<file path="src/esd_pkg.sv">
// Types, constants and helper functions shared by the escape sequence decoder.
// No dependencies.
`timescale 1ns / 1ps

package esd_pkg;

   localparam logic [15:0] CH_BACKSLASH = 16'h005C;
   localparam logic [15:0] CH_LOWER_X   = 16'h0078;
   localparam logic [15:0] CH_LOWER_U   = 16'h0075;
   localparam int unsigned RSP_DEPTH    = 2;

   typedef enum logic [3:0] {
      MODE_PLAIN = 4'd0,
      MODE_ESC   = 4'd1,
      MODE_OCT1  = 4'd2,
      MODE_OCT2  = 4'd3,
      MODE_HEX0  = 4'd4,
      MODE_HEX1  = 4'd5,
      MODE_UNI0  = 4'd6,
      MODE_UNI1  = 4'd7,
      MODE_UNI2  = 4'd8,
      MODE_UNI3  = 4'd9
   } mode_type;

   typedef struct packed {
      logic [15:0] out_char;
      logic        has_char;
      logic        out_last;
   } rsp_item_type;

   typedef struct packed {
      logic [1:0]   count;
      rsp_item_type item0;
      rsp_item_type item1;
   } dec_out_type;

   function automatic logic is_octal(input logic [15:0] c);
      return (c >= 16'h0030) && (c <= 16'h0037);
   endfunction

   // {valid, digit value}
   function automatic logic [4:0] hex_value(input logic [15:0] c);
      logic [4:0] r;
      r = 5'd0;
      if ((c >= 16'h0030) && (c <= 16'h0039)) begin
         r = {1'b1, c[3:0]};
      end else if (((c >= 16'h0061) && (c <= 16'h0066)) ||
                   ((c >= 16'h0041) && (c <= 16'h0046))) begin
         r = {1'b1, c[3:0] + 4'd9};
      end
      return r;
   endfunction

   // {hit, control code}
   function automatic logic [6:0] control_code(input logic [15:0] c);
      logic [6:0] r;
      r = 7'd0;
      case (c)
         16'h0061: r = {1'b1, 6'd7};
         16'h0062: r = {1'b1, 6'd8};
         16'h0066: r = {1'b1, 6'd12};
         16'h006E: r = {1'b1, 6'd10};
         16'h0072: r = {1'b1, 6'd13};
         16'h0073: r = {1'b1, 6'd32};
         16'h0074: r = {1'b1, 6'd9};
         16'h0076: r = {1'b1, 6'd11};
         default:  r = 7'd0;
      endcase
      return r;
   endfunction

endpackage

</file>
<file path="src/esd_if.sv">
// Valid/ready channel interfaces for the request and response streams.
// Depends on nothing.
`timescale 1ns / 1ps

interface esd_req_if;
   logic        valid;
   logic        ready;
   logic [15:0] in_char;
   logic        in_last;

   modport source (output valid, output in_char, output in_last, input ready);
   modport sink   (input valid, input in_char, input in_last, output ready);
endinterface

interface esd_rsp_if;
   logic        valid;
   logic        ready;
   logic [15:0] out_char;
   logic        has_char;
   logic        out_last;

   modport source (output valid, output out_char, output has_char, output out_last,
                   input ready);
   modport sink   (input valid, input out_char, input has_char, input out_last,
                   output ready);
endinterface

</file>
<file path="src/esd_decode.sv">
// Request register, escape state and the single-pass decode of one character.
// Depends on esd_pkg.
`timescale 1ns / 1ps

module esd_decode
   import esd_pkg::*;
(
   input  logic        clock,
   input  logic        reset,
   input  logic        req_valid,
   output logic        req_ready,
   input  logic [15:0] req_char,
   input  logic        req_last,
   input  logic [1:0]  free_slots,
   output dec_out_type dec
);

   logic        in_valid_ff, in_valid_in;
   logic [15:0] in_char_ff;
   logic        in_last_ff;
   mode_type    mode_ff, mode_in;
   logic [15:0] pend_ff, pend_in;

   logic         fire;
   logic [4:0]   hv;
   logic [6:0]   cc;
   logic [1:0]   n;
   rsp_item_type items [RSP_DEPTH];

   always_comb begin
      hv       = hex_value(in_char_ff);
      cc       = control_code(in_char_ff);
      mode_in  = mode_ff;
      pend_in  = pend_ff;
      n        = 2'd0;
      items[0] = '0;
      items[1] = '0;
      unique case (mode_ff) inside
         MODE_ESC: begin
            if (is_octal(in_char_ff)) begin
               pend_in = {13'd0, in_char_ff[2:0]};
               mode_in = MODE_OCT1;
            end else if (in_char_ff == CH_LOWER_X) begin
               mode_in = MODE_HEX0;
            end else if (in_char_ff == CH_LOWER_U) begin
               mode_in = MODE_UNI0;
            end else begin
               items[0] = '{out_char: cc[6] ? {10'd0, cc[5:0]} : in_char_ff,
                            has_char: 1'b1, out_last: 1'b0};
               n        = 2'd1;
               mode_in  = MODE_PLAIN;
            end
         end
         MODE_OCT1, MODE_OCT2: begin
            if (is_octal(in_char_ff)) begin
               pend_in = {pend_ff[12:0], in_char_ff[2:0]};
               if (mode_ff == MODE_OCT2) begin
                  items[0] = '{out_char: pend_in, has_char: 1'b1, out_last: 1'b0};
                  n        = 2'd1;
                  mode_in  = MODE_PLAIN;
               end else begin
                  mode_in = MODE_OCT2;
               end
            end else begin
               items[0] = '{out_char: pend_ff, has_char: 1'b1, out_last: 1'b0};
               n        = 2'd1;
               if (in_char_ff == CH_BACKSLASH) begin
                  mode_in = MODE_ESC;
               end else begin
                  items[1] = '{out_char: in_char_ff, has_char: 1'b1, out_last: 1'b0};
                  n        = 2'd2;
                  mode_in  = MODE_PLAIN;
               end
            end
         end
         MODE_HEX0, MODE_UNI0: begin
            if (hv[4]) begin
               pend_in = {12'd0, hv[3:0]};
               mode_in = (mode_ff == MODE_HEX0) ? MODE_HEX1 : MODE_UNI1;
            end else if (in_char_ff == CH_BACKSLASH) begin
               mode_in = MODE_ESC;
            end else begin
               items[0] = '{out_char: in_char_ff, has_char: 1'b1, out_last: 1'b0};
               n        = 2'd1;
               mode_in  = MODE_PLAIN;
            end
         end
         MODE_HEX1, MODE_UNI1, MODE_UNI2, MODE_UNI3: begin
            if (hv[4]) begin
               pend_in = {pend_ff[11:0], hv[3:0]};
               if ((mode_ff == MODE_HEX1) || (mode_ff == MODE_UNI3)) begin
                  items[0] = '{out_char: pend_in, has_char: 1'b1, out_last: 1'b0};
                  n        = 2'd1;
                  mode_in  = MODE_PLAIN;
               end else begin
                  mode_in = (mode_ff == MODE_UNI1) ? MODE_UNI2 : MODE_UNI3;
               end
            end else begin
               items[0] = '{out_char: pend_ff, has_char: 1'b1, out_last: 1'b0};
               n        = 2'd1;
               if (in_char_ff == CH_BACKSLASH) begin
                  mode_in = MODE_ESC;
               end else begin
                  items[1] = '{out_char: in_char_ff, has_char: 1'b1, out_last: 1'b0};
                  n        = 2'd2;
                  mode_in  = MODE_PLAIN;
               end
            end
         end
         default: begin
            if (in_char_ff == CH_BACKSLASH) begin
               mode_in = MODE_ESC;
            end else begin
               items[0] = '{out_char: in_char_ff, has_char: 1'b1, out_last: 1'b0};
               n        = 2'd1;
            end
         end
      endcase

      if (in_last_ff) begin
         // flush any partial numeric value at end of string
         if ((mode_in == MODE_OCT1) || (mode_in == MODE_OCT2) ||
             (mode_in == MODE_HEX1) || (mode_in == MODE_UNI1) ||
             (mode_in == MODE_UNI2) || (mode_in == MODE_UNI3)) begin
            items[n[0]] = '{out_char: pend_in, has_char: 1'b1, out_last: 1'b0};
            n           = n + 2'd1;
         end
         mode_in = MODE_PLAIN;
         if (n == 2'd0) begin
            items[0] = '{out_char: 16'd0, has_char: 1'b0, out_last: 1'b1};
            n        = 2'd1;
         end else begin
            items[~n[0]].out_last = 1'b1;
         end
      end
   end

   assign fire        = in_valid_ff && (n <= free_slots);
   assign req_ready   = !in_valid_ff || fire;
   assign in_valid_in = req_valid || (in_valid_ff && !fire);

   assign dec.count = fire ? n : 2'd0;
   assign dec.item0 = items[0];
   assign dec.item1 = items[1];

   always_ff @(posedge clock) begin
      if (reset) begin
         in_valid_ff <= 1'b0;
         mode_ff     <= MODE_PLAIN;
         pend_ff     <= 16'd0;
      end else begin
         in_valid_ff <= in_valid_in;
         if (fire) begin
            mode_ff <= mode_in;
            pend_ff <= pend_in;
         end
      end
   end

   always_ff @(posedge clock) begin
      if (req_valid && req_ready) begin
         in_char_ff <= req_char;
         in_last_ff <= req_last;
      end
   end

   a_last_returns_plain: assert property (@(posedge clock) disable iff (reset)
      (fire && in_last_ff) |=> (mode_ff == MODE_PLAIN))
      else $error("mode not plain after end of string");
   a_last_has_result: assert property (@(posedge clock) disable iff (reset)
      (fire && in_last_ff) |-> (dec.count != 2'd0))
      else $error("end of string produced no response");
   a_count_bound: assert property (@(posedge clock) disable iff (reset)
      fire |-> (n != 2'd3))
      else $error("more than two responses for one request");

endmodule

</file>
<file path="src/esd_rsp_queue.sv">
// Two-entry response register queue; presents the head on the response channel.
// Depends on esd_pkg.
`timescale 1ns / 1ps

module esd_rsp_queue
   import esd_pkg::*;
(
   input  logic         clock,
   input  logic         reset,
   input  dec_out_type  dec,
   output logic [1:0]   free_slots,
   output logic         rsp_valid,
   input  logic         rsp_ready,
   output rsp_item_type rsp_item
);

   rsp_item_type q_ff [RSP_DEPTH];
   rsp_item_type q_in [RSP_DEPTH];
   logic [1:0]   count_ff, count_in;
   logic [1:0]   count_mid;
   logic         pop;

   assign rsp_valid  = (count_ff != 2'd0);
   assign rsp_item   = q_ff[0];
   assign pop        = rsp_valid && rsp_ready;
   assign free_slots = 2'(RSP_DEPTH) - count_ff + {1'b0, pop};

   always_comb begin
      q_in[0]   = q_ff[0];
      q_in[1]   = q_ff[1];
      count_mid = count_ff;
      if (pop) begin
         q_in[0]   = q_ff[1];
         count_mid = count_ff - 2'd1;
      end
      if (dec.count != 2'd0) begin
         q_in[count_mid[0]] = dec.item0;
      end
      if (dec.count == 2'd2) begin
         q_in[1] = dec.item1;
      end
      count_in = count_mid + dec.count;
   end

   always_ff @(posedge clock) begin
      if (reset) begin
         count_ff <= 2'd0;
      end else begin
         count_ff <= count_in;
      end
   end

   always_ff @(posedge clock) begin
      q_ff[0] <= q_in[0];
      q_ff[1] <= q_in[1];
   end

   a_count_bound: assert property (@(posedge clock) disable iff (reset)
      count_ff != 2'd3)
      else $error("response queue count out of range");
   a_no_overflow: assert property (@(posedge clock) disable iff (reset)
      dec.count <= free_slots)
      else $error("response queue overflow");
   a_drain: assert property (@(posedge clock) disable iff (reset)
      (pop && (dec.count == 2'd0) && (count_ff == 2'd1)) |=> (count_ff == 2'd0))
      else $error("response queue failed to drain");

endmodule

</file>
<file path="src/escape_sequence_decoder_core.sv">
// Top level of the escape sequence decoder: request register and decode, then
// a two-entry response queue. Depends on esd_pkg, esd_if, esd_decode, esd_rsp_queue.
`timescale 1ns / 1ps

// Channel    Dir  Payload                       Handshake
// req_chan   in   in_char[15:0], in_last         valid/ready
// rsp_chan   out  out_char[15:0], has_char, out_last  valid/ready
//
// One request per cycle while the response queue has room; a request passes through the
// request register, then the response queue, before its first response. A request that
// yields two responses queues both, and the single response port drains one entry per cycle while rsp_chan is ready.
// Synchronous active-high reset clears escape state, valids and queue count.
// Backpressure on rsp_chan fills the queue, then stalls req_chan.

module escape_sequence_decoder_core
   import esd_pkg::*;
(
   input  logic clock,
   input  logic reset,
   esd_req_if.sink   req_chan,
   esd_rsp_if.source rsp_chan
);

   dec_out_type  dec;
   logic [1:0]   free_slots;
   rsp_item_type rsp_item;

   esd_decode u_decode (
      .clock      (clock),
      .reset      (reset),
      .req_valid  (req_chan.valid),
      .req_ready  (req_chan.ready),
      .req_char   (req_chan.in_char),
      .req_last   (req_chan.in_last),
      .free_slots (free_slots),
      .dec        (dec)
   );

   esd_rsp_queue u_rsp_queue (
      .clock      (clock),
      .reset      (reset),
      .dec        (dec),
      .free_slots (free_slots),
      .rsp_valid  (rsp_chan.valid),
      .rsp_ready  (rsp_chan.ready),
      .rsp_item   (rsp_item)
   );

   assign rsp_chan.out_char = rsp_item.out_char;
   assign rsp_chan.has_char = rsp_item.has_char;
   assign rsp_chan.out_last = rsp_item.out_last;

endmodule

</file>
<file path="src/flat_wrapper.sv">
// flat-port wrapper written by rule: the top's interface ports become plain ports
module escape_sequence_decoder_core_flat import esd_pkg::*;
  (clock, reset, req_chan_valid, req_chan_in_char, req_chan_in_last, req_chan_ready, rsp_chan_valid, rsp_chan_out_char, rsp_chan_has_char, rsp_chan_out_last, rsp_chan_ready);
  esd_req_if req_chan_i ();
  esd_rsp_if rsp_chan_i ();
  input  logic clock;
  input  logic reset;
  input wire logic [$bits(req_chan_i.valid)-1:0] req_chan_valid;
  input wire logic [$bits(req_chan_i.in_char)-1:0] req_chan_in_char;
  input wire logic [$bits(req_chan_i.in_last)-1:0] req_chan_in_last;
  output wire logic [$bits(req_chan_i.ready)-1:0] req_chan_ready;
  output wire logic [$bits(rsp_chan_i.valid)-1:0] rsp_chan_valid;
  output wire logic [$bits(rsp_chan_i.out_char)-1:0] rsp_chan_out_char;
  output wire logic [$bits(rsp_chan_i.has_char)-1:0] rsp_chan_has_char;
  output wire logic [$bits(rsp_chan_i.out_last)-1:0] rsp_chan_out_last;
  input wire logic [$bits(rsp_chan_i.ready)-1:0] rsp_chan_ready;
  assign req_chan_i.valid = req_chan_valid;
  assign req_chan_i.in_char = req_chan_in_char;
  assign req_chan_i.in_last = req_chan_in_last;
  assign req_chan_ready = req_chan_i.ready;
  assign rsp_chan_valid = rsp_chan_i.valid;
  assign rsp_chan_out_char = rsp_chan_i.out_char;
  assign rsp_chan_has_char = rsp_chan_i.has_char;
  assign rsp_chan_out_last = rsp_chan_i.out_last;
  assign rsp_chan_i.ready = rsp_chan_ready;
  escape_sequence_decoder_core u_core (.clock(clock), .reset(reset), .req_chan(req_chan_i), .rsp_chan(rsp_chan_i));
endmodule
</file>
<file path="config.mk">
export PLATFORM = sky130hd
export DESIGN_NAME = escape_sequence_decoder_core_flat
export DESIGN_NICKNAME = d
export VERILOG_FILES = /design/src/esd_pkg.sv /design/src/esd_if.sv /design/src/esd_decode.sv /design/src/esd_rsp_queue.sv /design/src/escape_sequence_decoder_core.sv /design/src/flat_wrapper.sv
export SDC_FILE = /design/constraint.sdc
export NUM_CORES = 1
export LEC_CHECK = 0
export ABC_AREA = 1
export BUFFER_PORTS_ARGS = -buffer_cell sky130_fd_sc_hd__buf_2
export CAP_MARGIN = 20
export CORE_MARGIN = 2
export CORE_UTILIZATION = 50
export CTS_CLUSTER_DIAMETER = 200
export DETAILED_ROUTE_END_ITERATION = 8
export PLACE_DENSITY = 0.68
export SYNTH_ARGS = -nofsm -noshare
export SYNTH_HDL_FRONTEND = slang
export SYNTH_HIERARCHICAL = 1
export SYNTH_SLANG_ARGS = --single-unit
</file>
<file path="constraint.sdc">
create_clock -name clock -period 12.9 [get_ports clock]
set_input_delay 1.29 -clock clock [delete_from_list [all_inputs] [get_ports clock]]
set_output_delay 1.29 -clock clock [all_outputs]
set_load 0.01 [all_outputs]
</file>
==> impl_metrics.ini <==
[finish]
fin_util_pct = 54.4
stdcell_count = 1023
drive_gt1_share_pct = 15.1
area_delta_synth_final_pct = 5.56
n_antenna_cell = 0
n_fill_cell = 1134
final_area_um2 = 6270
nNetsFinal = 905

[die]
initial_core_util_pct = 51.5
dieWidth_um = 113
row_count = 39
core_area_um2 = 11500
die_area_um2 = 12800
top_level_ports = 41
die_y_um = 113

[clocking]
cts_root_buf = clkbuf_16
cts_buffer_depth = 2
cts_tree = done
htreeDepth = 3
clk_pin_slew_ns = 0.06
cts_buffers = 9
post-cts-setup-buffers = 0
ctsResizeCount = 0
clock_latency_ns = 0.34
cts_sinks = 76
ctsHoldBuffers = 0

[timing]
hold_viol = 0
rsz0062_at_grt = no
tns_ns = 0
min_period_ns = 6.00
fin_crit_sh_pct = 46.5
maxSlewViolCount = 0
slew_headroom_pct = 33.2
setup_viol = 0
fmax_ghz = 0.167
skew_ns = 0.00594
worstMarginPinSlew_ns = 0.999

[pwr]
leakagePower_nw = 2.90
power_density_nw_per_um2 = 159
ir_worst_vdd_mv = 0.138

[setup_path]
cp.required_ns = 13.13
cp-start-kind = register
endpoint_kind = register
arrival_ns = 6.24
r2r-end = u_core/u_rsp_queue/q_ff[0][16]$_DFF_P_
rr_worst_depth = 22
crit_fanout = 36
rr_startpoint = u_core/u_decode/in_char_ff[1]$_DFFE_PP_
critPathKind = reg2reg
regToRegSetupSlack_ns = 6.90

[job]
maxCapViolCount = 0

[logic_synthesis]
synth_cell_types = 46
seq_area_frac_synth_pct = 31.5
synth-edff-count = 35
syn_nets = 908
synth-seq-cells = 76
yosys.cell_count.top_type = nand2_1
yosysWarningCount = 6
synthArstFlopShare_pct = 0
synth_common_cells = 181 x nand2_1, 116 x nor2_1, 102 x inv_1
synth_top_area_cell = edfxtp_1
yosysTopAreaCellShare_pct = 17.7
synth_area_leaders = edfxtp_1 18%, dfxtp_1 14%, nand2_1 11%, nor2_1 7.3%, nand3_1 7.1%
synth_cells = 878
synth_area_per_cell_um2 = 6.76
synth_area_um2 = 5940
synth_ff_type = dfxtp_1

[global_route]
first_global_vias = 5305
antenna_found_initial = 0
overflow = 0
grt_max_degree = 37
grt_use_total_pct = 28.2
grt_pass1_wl_um = 28300

[routing]
avgViaCountPerCell = 5.75
dr.pass1.iters = 8
drt_iter0_markers = 868
drt_wl_total_um = 17500
drc = 1
antenna_left = 0
routedWlPerCell_um = 17.1
route.vias.total = 5885

[place]
gp_congestion = 0.991
hpwl_um = 13200
port_buffers = 40
dpl.cell_count = 1006
place_area_um2 = 5940

[worst_hold_path]
worstHoldPathCells = 2
hold_path_class = reg2reg
hold_end = u_core/u_decode/mode_ff[2]$_SDFFE_PP0P_
min_from = u_core/u_decode/mode_ff[2]$_SDFFE_PP0P_

[run_status]
status = finished with violations
violations = DRC
state kept, by name, summed over array words and instances, names as in the netlist:
signal and cells:
u_core/u_rsp_queue/q_ff 36, u_core/u_decode/in_char_ff 16, u_core/u_decode/pend_ff 16, u_core/u_decode/mode_ff 4, u_core/u_rsp_queue/count_ff 2, u_core/u_decode/in_last_ff 1, u_core/u_decode/in_valid_ff 1
per-stage QoR:
step           power (mW)  setup WS [ns]  hold WS (ns)
6_report            0.997           6.90         0.493
5_1_grt              1.06           6.40         0.504
4_1_cts             0.998           6.33         0.488
3_5_place_dp        0.725           6.36         0.478
3_3_place_gp        0.715           6.68         0.482
2_1_floorplan       0.678           8.52         0.459
layer usage:
layer	routed length, µm	global-route usage [%]	up-vias
met5	0	0	-
met4	425	9.19	0
met3	1400	3.16	34
met2	7680	43.1	295
met1	8010	41.7	2681
li1	-	-	2875
worst max path at each step:
stage	to	depth (start not counted)	start	slack, ns
2_1_floorplan	u_core/u_rsp_queue/q_ff[0][18]$_DFFE_PP_	26	u_core/u_decode/in_char_ff[0]$_DFFE_PP_	8.52
3_3_place_gp	u_core/u_rsp_queue/q_ff[0][19]$_DFFE_PP_	20	u_core/u_decode/in_char_ff[0]$_DFFE_PP_	6.68
3_5_place_dp	u_core/u_rsp_queue/q_ff[0][22]$_DFFE_PP_	20	u_core/u_decode/in_char_ff[1]$_DFFE_PP_	6.36
4_1_cts	u_core/u_rsp_queue/q_ff[0][22]$_DFFE_PP_	20	u_core/u_decode/in_char_ff[1]$_DFFE_PP_	6.33
5_1_grt	u_core/u_rsp_queue/q_ff[0][8]$_DFF_P_	21	u_core/u_decode/in_char_ff[1]$_DFFE_PP_	6.40
6_report	u_core/u_rsp_queue/q_ff[0][16]$_DFF_P_	22	u_core/u_decode/in_char_ff[1]$_DFFE_PP_	6.90
worst max-delay path, stage by stage, from the launching register on:
cell,delay [ns]
edfxtp_1,0.50
inv_1,0.21
ha_1,0.32
nand2_1,0.11
o21ai_1,0.12
nand3_1,0.09
nand2_2,0.15
nand3_4,0.34
nand2_2,0.19
inv_2,0.08
nor2_1,0.71
a21oi_1,0.16
nand2_1,0.12
a31oi_1,0.08
ha_1,0.20
o21bai_1,0.17
nand2_1,0.07
nand2_1,0.73
nor2_1,0.13
buf_4,0.26
o21ai_4,0.80
nand3_1,0.16
o21a_1,0.17
cell families (layout without fill, tap and decap cells):
logic type	after synthesis	after routing	share of synthesized area (%)
and+or+nand+nor	441	441	33.8
buffers and inverters	179	181	14.4
AOI/OAI and AO/OA	168	168	17.7
DFF	76	76	31.5
adders and majority gates	9	9	1.90
xor gates and xnor gates	5	5	0.738
placed cells by master (no fill, tap or decap), types with 2 or more instances in the layout:
cell type and instances:
a21oi_1 34, a21oi_2 2, a22oi_1 2, a31oi_1 10, and3_1 3, buf_2 40, buf_4 4, clkbuf_16 10
clkinvlp_4 2, dfxtp_1 41, edfxtp_1 35, ha_1 9, inv_1 102, inv_2 18, nand2_1 181, nand2_2 14
nand3_1 84, nand3_2 6, nand4_1 11, nor2_1 116, nor2_2 13, nor2_4 2, nor3_1 4, o2111ai_1 12
o211ai_1 4, o21a_1 8, o21ai_0 53, o21ai_1 21, o22ai_1 6, o22ai_2 10, o31ai_1 2, xnor2_1 2
xor2_1 3
report_power, final:
| part | total, mW | leakage (nW) | switching (mW) | internal (mW) |
|---|---|---|---|---|
| registers | 0.358 | 0.674 | 0.0401 | 0.318 |
| logic | 0.370 | 2.08 | 0.234 | 0.136 |
| clock network | 0.269 | 0.150 | 0.106 | 0.163 |
layout make-up:
type	count	area [µm²]	share of cell area [%]
Tap cell	143	179	2.86
Clock inverter	6	68.8	1.10
Clock buffer	10	250	3.99
Sequential cell	76	1870	29.9
Inverter	121	457	7.29
Multi-Input combinational cell	623	3210	51.2
Timing Repair Buffer	44	230	3.67
No activity file was read; power rests on OpenSTA's default activity.
